### src/design/kdpc_pkg.sv
// kdpc_pkg: shared types and constants for the key debounce and press classifier.
// Used by every module in design/; depends on nothing.
package kdpc_pkg;

  localparam int NUM_KEYS_DEF = 8;
  localparam int MAX_RESULTS  = 16;
  localparam int QUEUE_DEPTH  = 4;
  localparam int SEQ_W        = 32;

  localparam logic [1:0] CFG_DEBOUNCE = 2'd0;
  localparam logic [1:0] CFG_LONG     = 2'd1;
  localparam logic [1:0] CFG_PERIOD   = 2'd2;

  typedef enum logic [2:0] {
    EV_PRESS   = 3'd0,
    EV_RELEASE = 3'd1,
    EV_SHORT   = 3'd2,
    EV_LONG    = 3'd3,
    EV_REPEAT  = 3'd4
  } event_kind_t;

  typedef enum logic [1:0] {
    FS_IDLE,
    FS_WALK,
    FS_SECOND,
    FS_FLUSH
  } front_state_t;

  typedef struct packed {
    logic [7:0]  debounce_ticks;
    logic [7:0]  long_press_counts;
    logic [15:0] press_period_ticks;
  } cfg_t;

  typedef struct packed {
    logic [2:0]       key_index;
    event_kind_t      kind;
    logic [SEQ_W-1:0] seq;
    logic             last;
  } event_t;

  typedef struct packed {
    logic   valid;
    event_t ev;
  } q_push_t;

  typedef struct packed {
    logic full;
    logic empty;
  } q_stat_t;

endpackage

### src/design/kdpc_front.sv
// kdpc_front: walks the keys of one tick, one per cycle unless the queue is full,
// and classifies events. Holds all per-key state. Depends on kdpc_pkg.
module kdpc_front #(
  parameter int NUM_KEYS = kdpc_pkg::NUM_KEYS_DEF
) (
  input  logic              clk,
  input  logic              rst,
  input  logic              in_valid,
  input  logic [7:0]        key_levels,
  output logic              in_stall,
  input  kdpc_pkg::cfg_t    cfg,
  input  kdpc_pkg::q_stat_t q_stat,
  output kdpc_pkg::q_push_t push
);

  localparam int KW = (NUM_KEYS > 1) ? $clog2(NUM_KEYS) : 1;
  localparam int LW = 2 ** KW;
  localparam int NW = $clog2(kdpc_pkg::MAX_RESULTS + 1);

  kdpc_pkg::front_state_t state, state_next;

  logic [KW-1:0] kidx;
  logic [7:0]    levels;
  logic [NW-1:0] n_cnt;
  kdpc_pkg::event_t pend;
  logic          pend_valid;

  logic [7:0]                 db_cnt   [NUM_KEYS];
  logic                       stable   [NUM_KEYS];
  logic [7:0]                 hold_cnt [NUM_KEYS];
  logic [15:0]                per_cnt  [NUM_KEYS];
  logic [kdpc_pkg::SEQ_W-1:0] pseq     [NUM_KEYS];
  logic [kdpc_pkg::SEQ_W-1:0] gseq;

  // key step datapath
  logic [LW-1:0]              levels_ext;
  logic                       lvl;
  logic [7:0]                 cnt;
  logic [7:0]                 db_next;
  logic                       settling;
  logic                       change;
  logic                       stable_next;
  logic [7:0]                 hold_next;
  logic [15:0]                per_next;
  logic [kdpc_pkg::SEQ_W-1:0] pseq_next;
  logic [kdpc_pkg::SEQ_W-1:0] gseq_next;
  logic [16:0]                p_inc;
  logic [8:0]                 h_inc;
  logic                       first_valid;
  kdpc_pkg::event_kind_t      first_kind;
  logic                       second;

  // control
  logic                  last_key;
  logic                  room;
  logic                  emit_req;
  kdpc_pkg::event_kind_t emit_kind;
  kdpc_pkg::event_t      emit_ev;
  logic                  advance;

  assign levels_ext = LW'(levels);
  assign lvl        = levels_ext[kidx];
  assign cnt        = db_cnt[kidx];
  assign last_key   = (kidx == KW'(NUM_KEYS - 1));
  assign room       = (n_cnt < NW'(kdpc_pkg::MAX_RESULTS));
  assign in_stall   = (state != kdpc_pkg::FS_IDLE);

  always_comb begin
    if (lvl) begin
      db_next = (cnt < cfg.debounce_ticks) ? cnt + 8'd1 : cnt;
    end else begin
      db_next = (cnt != 8'd0) ? cnt - 8'd1 : cnt;
    end
    settling = (db_next != 8'd0) && (db_next < cfg.debounce_ticks);
    change   = !settling && (stable[kidx] != lvl);

    stable_next = stable[kidx];
    hold_next   = hold_cnt[kidx];
    per_next    = per_cnt[kidx];
    pseq_next   = pseq[kidx];
    gseq_next   = gseq;
    p_inc       = {1'b0, per_cnt[kidx]} + 17'd1;
    h_inc       = {1'b0, hold_cnt[kidx]} + 9'd1;
    first_valid = 1'b0;
    first_kind  = kdpc_pkg::EV_PRESS;
    second      = 1'b0;

    if (change && lvl) begin
      stable_next = 1'b1;
      gseq_next   = gseq + 1'b1;
      pseq_next   = gseq + 1'b1;
      per_next    = 16'd0;
      first_valid = 1'b1;
    end else if (change) begin
      stable_next = 1'b0;
      hold_next   = 8'd0;
      per_next    = 16'd0;
      first_valid = 1'b1;
      // short goes first, release follows in the FS_SECOND state
      if (hold_cnt[kidx] < cfg.long_press_counts) begin
        first_kind = kdpc_pkg::EV_SHORT;
        second     = 1'b1;
      end else begin
        first_kind = kdpc_pkg::EV_RELEASE;
      end
    end else if (stable[kidx]) begin
      if (p_inc >= {1'b0, cfg.press_period_ticks}) begin
        per_next = 16'd0;
        if (h_inc == {1'b0, cfg.long_press_counts}) begin
          hold_next   = h_inc[7:0];
          first_valid = 1'b1;
          first_kind  = kdpc_pkg::EV_LONG;
        end else if (h_inc > {1'b0, cfg.long_press_counts}) begin
          first_valid = 1'b1;
          first_kind  = kdpc_pkg::EV_REPEAT;
        end else begin
          hold_next = h_inc[7:0];
        end
      end else begin
        per_next = p_inc[15:0];
      end
    end
  end

  // outputs of the walk sequencer
  always_comb begin
    emit_req   = 1'b0;
    emit_kind  = kdpc_pkg::EV_RELEASE;
    push.valid = 1'b0;
    push.ev    = pend;
    push.ev.last = 1'b0;
    unique case (state)
      kdpc_pkg::FS_IDLE: begin
      end
      kdpc_pkg::FS_WALK: begin
        emit_req   = first_valid && room;
        emit_kind  = first_kind;
        push.valid = emit_req && pend_valid;
      end
      kdpc_pkg::FS_SECOND: begin
        emit_req   = room;
        push.valid = emit_req && pend_valid;
      end
      kdpc_pkg::FS_FLUSH: begin
        push.valid   = pend_valid;
        push.ev.last = 1'b1;
      end
    endcase
    advance = !(push.valid && q_stat.full);

    emit_ev.key_index = 3'(kidx);
    emit_ev.kind      = emit_kind;
    emit_ev.seq       = (state == kdpc_pkg::FS_WALK) ? pseq_next : pseq[kidx];
    emit_ev.last      = 1'b0;
  end

  always_comb begin
    state_next = state;
    unique case (state)
      kdpc_pkg::FS_IDLE: begin
        if (in_valid) state_next = kdpc_pkg::FS_WALK;
      end
      kdpc_pkg::FS_WALK: begin
        if (advance) begin
          if (second) state_next = kdpc_pkg::FS_SECOND;
          else if (last_key) state_next = kdpc_pkg::FS_FLUSH;
        end
      end
      kdpc_pkg::FS_SECOND: begin
        if (advance) state_next = last_key ? kdpc_pkg::FS_FLUSH : kdpc_pkg::FS_WALK;
      end
      kdpc_pkg::FS_FLUSH: begin
        if (advance) state_next = kdpc_pkg::FS_IDLE;
      end
    endcase
  end

  always_ff @(posedge clk) begin
    if (rst) begin
      state      <= kdpc_pkg::FS_IDLE;
      kidx       <= '0;
      n_cnt      <= '0;
      pend_valid <= 1'b0;
      gseq       <= '0;
      for (int i = 0; i < NUM_KEYS; i++) begin
        db_cnt[i]   <= 8'd0;
        stable[i]   <= 1'b0;
        hold_cnt[i] <= 8'd0;
        per_cnt[i]  <= 16'd0;
        pseq[i]     <= '0;
      end
    end else begin
      state <= state_next;
      if (state == kdpc_pkg::FS_IDLE && in_valid) begin
        levels <= key_levels;
        kidx   <= '0;
        n_cnt  <= '0;
      end
      if (state == kdpc_pkg::FS_WALK && advance) begin
        db_cnt[kidx]   <= db_next;
        stable[kidx]   <= stable_next;
        hold_cnt[kidx] <= hold_next;
        per_cnt[kidx]  <= per_next;
        pseq[kidx]     <= pseq_next;
        gseq           <= gseq_next;
        if (!second && !last_key) kidx <= kidx + 1'b1;
      end
      if (state == kdpc_pkg::FS_SECOND && advance && !last_key) begin
        kidx <= kidx + 1'b1;
      end
      // newest event waits in pend until we know whether it ends the tick
      if (emit_req && advance) begin
        pend       <= emit_ev;
        pend_valid <= 1'b1;
        n_cnt      <= n_cnt + 1'b1;
      end
      if (state == kdpc_pkg::FS_FLUSH && advance) begin
        pend_valid <= 1'b0;
      end
    end
  end

endmodule

### src/design/kdpc_queue.sv
// kdpc_queue: short event queue between the classifier front and the output stage.
// Depth from kdpc_pkg::QUEUE_DEPTH. Depends on kdpc_pkg.
module kdpc_queue (
  input  logic              clk,
  input  logic              rst,
  input  kdpc_pkg::q_push_t push,
  input  logic              pop,
  output kdpc_pkg::q_stat_t stat,
  output kdpc_pkg::event_t  head
);

  localparam int DEPTH = kdpc_pkg::QUEUE_DEPTH;
  localparam int PW    = (DEPTH > 1) ? $clog2(DEPTH) : 1;
  localparam int CW    = $clog2(DEPTH + 1);

  kdpc_pkg::event_t entries [DEPTH];
  logic [PW-1:0] wr_ptr;
  logic [PW-1:0] rd_ptr;
  logic [CW-1:0] count;
  logic          do_push;
  logic          do_pop;

  assign stat.full  = (count == CW'(DEPTH));
  assign stat.empty = (count == '0);
  assign head       = entries[rd_ptr];
  assign do_push    = push.valid && !stat.full;
  assign do_pop     = pop && !stat.empty;

  always_ff @(posedge clk) begin
    if (rst) begin
      wr_ptr <= '0;
      rd_ptr <= '0;
      count  <= '0;
    end else begin
      if (do_push) begin
        entries[wr_ptr] <= push.ev;
        wr_ptr <= (wr_ptr == PW'(DEPTH - 1)) ? '0 : wr_ptr + 1'b1;
      end
      if (do_pop) begin
        rd_ptr <= (rd_ptr == PW'(DEPTH - 1)) ? '0 : rd_ptr + 1'b1;
      end
      if (do_push && !do_pop) count <= count + 1'b1;
      else if (do_pop && !do_push) count <= count - 1'b1;
    end
  end

endmodule

### src/design/kdpc_back.sv
// kdpc_back: output register stage, drains the event queue onto the result channel.
// Depends on kdpc_pkg.
module kdpc_back (
  input  logic              clk,
  input  logic              rst,
  input  kdpc_pkg::q_stat_t q_stat,
  input  kdpc_pkg::event_t  q_head,
  output logic              pop,
  output logic              out_valid,
  input  logic              out_stall,
  output kdpc_pkg::event_t  ev
);

  assign pop = !q_stat.empty && (!out_valid || !out_stall);

  always_ff @(posedge clk) begin
    if (rst) begin
      out_valid <= 1'b0;
    end else begin
      if (pop) begin
        out_valid <= 1'b1;
        ev        <= q_head;
      end else if (!out_stall) begin
        out_valid <= 1'b0;
      end
    end
  end

endmodule

### src/design/key_debounce_press_classifier.sv
// key_debounce_press_classifier: top level, config registers and the front/queue/back chain.
// Depends on kdpc_pkg, kdpc_front, kdpc_queue, kdpc_back.
//
//  channel | handshake            | payload
//  --------+----------------------+------------------------------------------------
//  in      | in_valid / in_stall  | key_levels
//  out     | out_valid / out_stall| key_index, event_kind, sequence_number, last_of_tick
//  cfg     | cfg_wen              | cfg_index, cfg_data
//
// A tick is taken only while the front is idle; it then walks one key per cycle while the
// event queue has room, with an extra FS_SECOND step for each key that gives short plus
// release and an FS_FLUSH step to close the tick, set by the single-key walk sequencer.
// A full event queue holds the walk; out_stall only backs up the queue and output register.
// Synchronous reset returns all keys to released with zero counters and restores the
// register defaults.
module key_debounce_press_classifier #(
  parameter int NUM_KEYS = kdpc_pkg::NUM_KEYS_DEF
) (
  input  logic        clk,
  input  logic        rst,
  input  logic        in_valid,
  output logic        in_stall,
  input  logic [7:0]  key_levels,
  output logic        out_valid,
  input  logic        out_stall,
  output logic [2:0]  key_index,
  output logic [2:0]  event_kind,
  output logic [31:0] sequence_number,
  output logic        last_of_tick,
  input  logic        cfg_wen,
  input  logic [1:0]  cfg_index,
  input  logic [15:0] cfg_data
);

  kdpc_pkg::cfg_t    cfg;
  kdpc_pkg::q_push_t push;
  kdpc_pkg::q_stat_t q_stat;
  kdpc_pkg::event_t  q_head;
  kdpc_pkg::event_t  ev;
  logic              pop;

  always_ff @(posedge clk) begin
    if (rst) begin
      cfg.debounce_ticks     <= 8'd4;
      cfg.long_press_counts  <= 8'd2;
      cfg.press_period_ticks <= 16'd150;
    end else if (cfg_wen) begin
      if (cfg_index == kdpc_pkg::CFG_DEBOUNCE) cfg.debounce_ticks <= cfg_data[7:0];
      if (cfg_index == kdpc_pkg::CFG_LONG)     cfg.long_press_counts <= cfg_data[7:0];
      if (cfg_index == kdpc_pkg::CFG_PERIOD)   cfg.press_period_ticks <= cfg_data;
    end
  end

  kdpc_front #(
    .NUM_KEYS (NUM_KEYS)
  ) u_front (
    .clk        (clk),
    .rst        (rst),
    .in_valid   (in_valid),
    .key_levels (key_levels),
    .in_stall   (in_stall),
    .cfg        (cfg),
    .q_stat     (q_stat),
    .push       (push)
  );

  kdpc_queue u_queue (
    .clk  (clk),
    .rst  (rst),
    .push (push),
    .pop  (pop),
    .stat (q_stat),
    .head (q_head)
  );

  kdpc_back u_back (
    .clk       (clk),
    .rst       (rst),
    .q_stat    (q_stat),
    .q_head    (q_head),
    .pop       (pop),
    .out_valid (out_valid),
    .out_stall (out_stall),
    .ev        (ev)
  );

  assign key_index       = ev.key_index;
  assign event_kind      = ev.kind;
  assign sequence_number = ev.seq;
  assign last_of_tick    = ev.last;

endmodule
### config.mk
export PLATFORM = sky130hd
export DESIGN_NAME = key_debounce_press_classifier
export DESIGN_NICKNAME = d
export VERILOG_FILES = /design/src/design/kdpc_pkg.sv /design/src/design/kdpc_front.sv /design/src/design/kdpc_queue.sv /design/src/design/kdpc_back.sv /design/src/design/key_debounce_press_classifier.sv
export SDC_FILE = /design/constraint.sdc
export NUM_CORES = 1
export LEC_CHECK = 0
export BUFFER_PORTS_ARGS = -buffer_cell sky130_fd_sc_hd__buf_2
export CORE_UTILIZATION = 39
export CTS_CLUSTER_DIAMETER = 200
export DETAILED_ROUTE_END_ITERATION = 16
export HOLD_SLACK_MARGIN = 0.08
export PLACE_DENSITY = 0.53
export SLEW_MARGIN = 20
export SYNTH_ARGS = -nofsm -noshare
export SYNTH_HDL_FRONTEND = slang
export SYNTH_HIERARCHICAL = 1
export SYNTH_SLANG_ARGS = --single-unit
### constraint.sdc
create_clock -name clk -period 15.3 [get_ports clk]
set_input_delay 1.53 -clock clk [delete_from_list [all_inputs] [get_ports clk]]
set_output_delay 1.53 -clock clk [all_outputs]
set_load 0.005 [all_outputs]
==> flow_metrics.tcl, run 1 <==
set metrics [dict create \
    status "completed" \
    finalHoldViolations 0 \
    fin_tns_setup_ns 0 \
    cap_violations 0 \
    drt.antenna.violating_nets 0 \
    grt_util_met3_pct 2.92 \
    worst_path_max_delay_cell "dfxtp_4" \
    dr.pass1.iters 6 \
    synth_warnings 6 \
    max-vdd-ir-drop_v 0.000139 \
    ctsResizeCount 0 \
    power_density_nw_per_um2 173 \
    synth_seq_cells 846 \
    drc 0 \
    synth_cell_types 97 \
    netlist_area_sq_um 37900 \
    start_util_pct 39.3 \
    grt_max_degree 98 \
    yosysSeqAreaShare_pct 64.7 \
    grt_pass1_vias 24600 \
    criticalPathCategory "flip-flop to flip-flop" \
    synth-async-reset-ratio_pct 0 \
    nFillCells 8698 \
    synth_top_family_by_area "simple AND/OR/NAND/NOR gates" \
    cpMostUsedCell "inv_1" \
    clk_path_buf_depth 3 \
    p_leak_nw 14.4 \
    via_per_inst 5.69 \
    gr-total-overflow 0 \
    syn-mean-instance-area_sq_um 13.0 \
    wire_per_inst_um 24.3 \
    grt_pass1_wl_um 156000 \
    cts_root_buffer "clkbuf_16" \
    startpoint_type "flip-flop" \
    synth_edf_count 761 \
    cp_slowest_stage_delay_ns 0.77 \
    critPathMaxFanout 49 \
    io_pins 72 \
    cp.required_ns 15.58 \
    diodes 0 \
    htreeDepth 3 \
    final_nets 3039 \
    globalRoute.busiestLayer "met2" \
    cts_hold_buf 0 \
    die-area_sq_um 98500 \
    fin_crit_sh_pct 65.1 \
    synth_mux_area_share_pct 7.27 \
    cts.sinks 846 \
    globalplace.congestion 0.849 \
    reg2reg_from "u_front/kidx[1]" \
    port_buffers 71 \
    clkLatencyLatePin_ns 0.68 \
    synth_ff_type "edfxtp_1" \
    area_growth_pct 11.9 \
    synthCells 2909 \
    dpl.hpwl_um 61500 \
    grt_use_met1_pct 28.6 \
    drt-initial-drc-count 2244 \
    routed-via-count 24400 \
    rsz0062_at_grt "false" \
    finalWirelength_um 105000 \
    grt_usage_pct 21.1 \
    rows 114 \
    critPathLaunch "u_front/kidx[1]" \
    worst_hold_startpoint "cfg[20]" \
    post_cts_buffers 0 \
    finClkSkew_ns 0.0492 \
    slew_violations 0 \
    antenna_found_initial 2 \
    synthSimpleGateAreaFrac_pct 12.6 \
    crit_family "simple AND/OR/NAND/NOR gates" \
    synth_nets 3006 \
    cts_tree "yes" \
    setup_viol 0 \
    synthXorXnorAreaFrac_pct 1.48 \
    die_x_um 314 \
    synthAdderAreaFrac_pct 2.20 \
    finalCriticalPeriod_ns 9.95 \
    synth_compound_area_share_pct 8.67 \
    grtUsageMet2_pct 35.1 \
    critPathCaptureType "flip-flop" \
    hp-class "flip-flop to flip-flop" \
    clk_pin_slew_worst_paths_ns 0.06 \
    holdWs_ns 0.472 \
    relSlewSlack_pct 18.7 \
    tightest_slew_ns 1.22 \
    layout-drive-gt1-share_pct 14.7 \
    worst-path-buf-inv 6 \
    cts_made_buffers 89 \
    core_sq_um 96600 \
    worstPathArrival_ns 10.24 \
    clock.fmax_mhz 100 \
    fp.dieH_um 314 \
]
[worst min-delay path, stage by stage, from the launching register on]
cell and delay, ns:
dfxtp_1 0.31, nand2b_1 0.06, mux2i_1 0.05
[flip-flops by register name, summed over array words and instances (netlist names), 2 cells and up, named ones only]
| register | flops |
|---|---|
| cfg | 32 |
| u_back/ev | 39 |
| u_front/db_cnt | 64 |
| u_front/gseq | 32 |
| u_front/hold_cnt | 64 |
| u_front/kidx | 3 |
| u_front/levels | 8 |
| u_front/n_cnt | 5 |
| u_front/per_cnt | 128 |
| u_front/pseq | 256 |
| u_front/push | 38 |
| u_front/stable | 8 |
| u_front/state | 2 |
| u_queue/count | 3 |
| u_queue/entries | 156 |
| u_queue/rd_ptr | 2 |
| u_queue/wr_ptr | 2 |
[cells in the final DEF, fill, tap and decap left out, types with 9 or more instances in the layout]
cell	instances
mux4_2	58
nor2_1	597
ha_1	65
nand2b_1	51
and2_1	15
o21ai_0	56
and3_1	35
nand2_1	77
inv_1	67
a22o_1	24
mux2i_1	86
a21oi_1	94
o211ai_1	11
o21ai_1	18
mux2_2	48
clkbuf_1	18
buf_4	53
a221o_1	12
xnor2_1	39
dfxtp_1	81
buf_2	70
clkinv_2	19
nand2_4	9
o31ai_1	16
nand2_2	18
or3_1	45
clkbuf_16	91
a22oi_1	95
nor2b_1	13
nor3_1	9
or2_2	9
edfxtp_1	761
xor2_1	24
nand4_1	18
o21a_1	9
clkinv_1	20
and4_1	14
a221oi_1	43
nand3_1	53
[Yosys cell counts, drive strengths merged, types with 5 or more instances]
master   count  area [sq um]
mux2i       89           911
and2        16           100
nand3       53           265
mux2        48           541
nor4         8          71.3
nand2b      51           319
o21ai       75           375
edfxtp     761         22900
buf        101           598
xor2        24           210
a221o       12           120
nand2      104           423
nor2       598          2240
o21a         9          67.6
a22oi       95           713
o211ai      13           108
nor3        11          60.1
ha          65           813
o2bb2ai      5          43.8
inv         70           263
a31oi        7          50.1
or2          9          56.3
or3         47           304
mux4        58          1310
nand4       19           125
dfxtp       85          1700
and3        35           219
nor2b       14          95.1
a21oi       95           479
and4        14           123
and3b        7          61.3
xnor2       40           350
o31ai       18           145
a221oi      46           422
a22o        24           210
clkbuf      80           300
or3b         5          46.3
a211oi       5          37.5
nor3b       14           115
or4          6          45.0
a21o         5          37.5
[metal layers]
layer,up-vias,share of wire [%]
met3,156,6.5
li1,10900,-
met4,0,2.4
met5,-,0
met1,12500,43
met2,887,48
[area by class of cell]
| cell class | count | area (sq um) | share of cell area, % |
|---|---|---|---|
| timing repair buffer | 123 | 748 | 1.76 |
| inverter | 71 | 267 | 0.628 |
| clock buffer | 112 | 2390 | 5.62 |
| clock inverter | 54 | 526 | 1.24 |
| multi-input combinational | 1811 | 12400 | 29.1 |
| tap | 1276 | 1600 | 3.76 |
| sequential | 846 | 24600 | 57.9 |
[logic make-up after synthesis]
logic type               after synthesis
AND/OR/NAND/NOR                     1023
flip-flops                           846
AO/OA/AOI/OAI                        463
buffers and inverters                252
multiplexers                         195
adder cells (fa/ha/maj)               66
XOR/XNOR                              64
[power breakdown]
group          internal, mW  switching, mW  leakage [nW]
clock network          1.23          0.917          1.43
logic                 0.662           1.79          4.70
registers              2.67         0.0748          8.24
[per-stage QoR]
stage                     setup slack (ns)  power [mW]  utilization (%)  area, sq um  cells
after floorplan                       6.57        4.35                -        37900   2909
after global placement                5.73        5.18             41.0        39500   4127
after detailed placement              5.54        5.21             41.0        39500   4127
after CTS                             5.53        7.37             44.0        42500   4293
after global routing                  4.76        7.67             44.0        42500   4293
final                                 5.35        7.35             44.0        42500   4293
[final timing paths]
path,endpoint,slack [ns],cells after the start
setup / recovery,u_front/per_cnt[7][11],5.35,27
hold / removal,cfg[20],0.47,2
setup reg to reg,u_front/per_cnt[7][11],5.35,27
hold reg to reg,cfg[20],0.47,2
Note: power is estimated with default switching activity, not from simulation.
==> run 2, diff against run 1 <==
ABC_AREA = 1   (was not set)
clock period = 10.1 ns   (was 15.3 ns; I/O delays follow)
==> run 2 against run 1 <==
Non-clock buffer count shrank 9; global-route usage shrank 0.71 points; synthesized cell count grew 20%; register-to-register slack lost 3.5 ns.
==> flow_metrics.tcl, run 2 <==
set metrics [dict create \
    post_cts_buffers 0 \
    port_buffers 71 \
    hp-class "flip-flop to flip-flop" \
    synth_cell_types 57 \
    yosysSeqAreaShare_pct 64.6 \
    grt_max_degree 80 \
    htreeDepth 3 \
    dpl.hpwl_um 58100 \
    slew_violations 0 \
    yosysMostFrequentCell "edfxtp_1" \
    area_growth_pct 10.9 \
    synth_top_cells_by_count "edfxtp_1, nor2_1, nand2_1" \
    relSlewSlack_pct 22.3 \
    fin_ws_ns 1.89 \
    critPathMaxFanout 51 \
    clkLatencyLatePin_ns 0.67 \
    finalCriticalPeriod_ns 8.21 \
    fin_tns_setup_ns 0 \
    drc 0 \
    power_density_nw_per_um2 322 \
    clk_pin_slew_worst_paths_ns 0.06 \
    max-vdd-ir-drop_v 0.000216 \
    netlist_area_sq_um 38000 \
    diodes 0 \
    finalWirelength_um 102000 \
    reg2reg_from "u_front/kidx[1]" \
    dr.pass1.iters 5 \
    synth-async-reset-ratio_pct 0 \
    synth_nets 3593 \
    synth_top_area_share_pct 60.1 \
    core_sq_um 96600 \
    ff2ff_setup_slack_ns 1.89 \
    syn-mean-instance-area_sq_um 10.9 \
    critPathCaptureType "flip-flop" \
    cts_made_buffers 91 \
    fin_crit_sh_pct 81.3 \
    tightest_slew_ns 1.17 \
    cts.sinks 846 \
    p_leak_nw 15.8 \
    worstPathArrival_ns 8.54 \
    finalHoldViolations 0 \
    reg2reg_depth 33 \
    cp.required_ns 10.43 \
    cpMostUsedCell "nand2_1" \
    critPathLaunch "u_front/kidx[1]" \
    regMostFlops "u_front/pseq" \
    die-area_sq_um 98700 \
    rsz0062_at_grt "false" \
    synth_edf_count 761 \
    ctsResizeCount 0 \
    largest_register_ffs 256 \
    grt_usage_pct 20.4 \
    setup_viol 0 \
    drt.antenna.violating_nets 0 \
    final_nets 3619 \
    grt_pass1_vias 24300 \
    pre_cts_slack_ns 1.93 \
    whs_path_depth 2 \
    holdPathEnd "cfg[7]" \
    cts_tree "yes" \
    layout-drive-gt1-share_pct 10.9 \
    criticalPathCategory "flip-flop to flip-flop" \
    holdWs_ns 0.472 \
    clk_path_buf_depth 3 \
    layout_commonest_cell "edfxtp_1" \
    fp.dieH_um 314 \
    r2r-end "u_front/per_cnt[4][6]" \
    rows 114 \
    synthCells 3496 \
    drt-initial-drc-count 2551 \
    netlist_top_cells_area "edfxtp_1, nor2_1, nand2_1" \
    status "completed" \
    synth_warnings 6 \
    wire_per_inst_um 20.9 \
    clock.fmax_mhz 122 \
    final_cell_mix "edfxtp_1, nor2_1, nand2_1" \
    reg.largest.list "u_front/pseq (256), u_queue/entries (156), u_front/per_cnt (128)" \
    design_power_total_mw 13.6 \
    cts_hold_buf 0 \
    finClkSkew_ns 0.0313 \
    synth_ff_type "edfxtp_1" \
    synth_top_cell_by_area "edfxtp_1" \
    via_per_inst 5.23 \
    worst_hold_startpoint "cfg[7]" \
    io_pins 72 \
    antenna_found_initial 1 \
    synth_seq_cells 846 \
    grt_pass1_wl_um 152000 \
    startpoint_type "flip-flop" \
    die_x_um 314 \
    cts_root_buffer "clkbuf_16" \
    gr-total-overflow 0 \
    worst_path_max_delay_cell "dfxtp_1" \
    cap_violations 0 \
    cp_slowest_stage_delay_ns 0.86 \
    routed-via-count 25500 \
    start_util_pct 39.4 \
    globalplace.congestion 0.854 \
]
run 2: cells by family (layout without fill, tap and decap cells):
group           Yosys count  in the layout  synth area share, %
simple gates           1567           1567                 17.1
flops                   846            846                 64.6
compound gates          512            512                 8.76
buf+inv                 452            556                 6.15
fa+ha+maj                66             66                 2.19
xor+xnor                 52             52                 1.20
mux                       1              1               0.0263
run 2: metrics by stage:
step	cells	util [%]	instance area [sq um]
after CTS	4874	43.6	42100
after global placement	4703	40.5	39100
after global routing	4876	43.6	42100
final	4876	43.6	42100
after floorplan	3496	-	38000
after detailed placement	4703	40.5	39100
run 2: worst max path at each step:
stage | to | slack, ns
3_5_place_dp | u_front/hold_cnt[2][5] | 1.93
5_1_grt | u_front/hold_cnt[2][5] | 1.23
4_1_cts | u_front/hold_cnt[2][5] | 1.92
2_1_floorplan | u_front/db_cnt[0][0] | 3.31
3_3_place_gp | u_front/pseq[5][12] | 2.05
6_report | u_front/per_cnt[4][6] | 1.89
run 2: area by class of cell:
type                       count  area [sq um]
timing repair buffer         114           716
clock buffer                 121          2460
inverter                     271          1020
sequential                   846         24600
clock inverter                50           507
tap                         1276          1600
fill                        9172         54400
multi-input combinational   2198         11300
run 2: worst max-delay path, delay by kind of cell (launching register included):
kind / cells / cell delay [ns]
AOI/OAI and AO/OA: 4 / 1.15
adders and majority gates: 2 / 0.53
buffers and inverters: 4 / 1.29
DFF: 1 / 0.86
and+or+nand+nor: 23 / 4.00
run 2: report_power, final:
group / internal [mW] / switching (mW) / total, mW
clock network: 1.90 / 1.41 / 3.31
registers: 4.14 / 0.129 / 4.27
logic: 1.33 / 4.64 / 5.97
total: 7.37 / 6.18 / 13.6
run 2: routing by layer:
layer  vias up  track usage (%)  part of all wire [%]
met5         -                0                     0
met4         0             5.23                   1.9
met3       127             2.48                   5.8
met2       747             33.7                    47
met1     12500             28.3                    45
li1      12100                -                     -
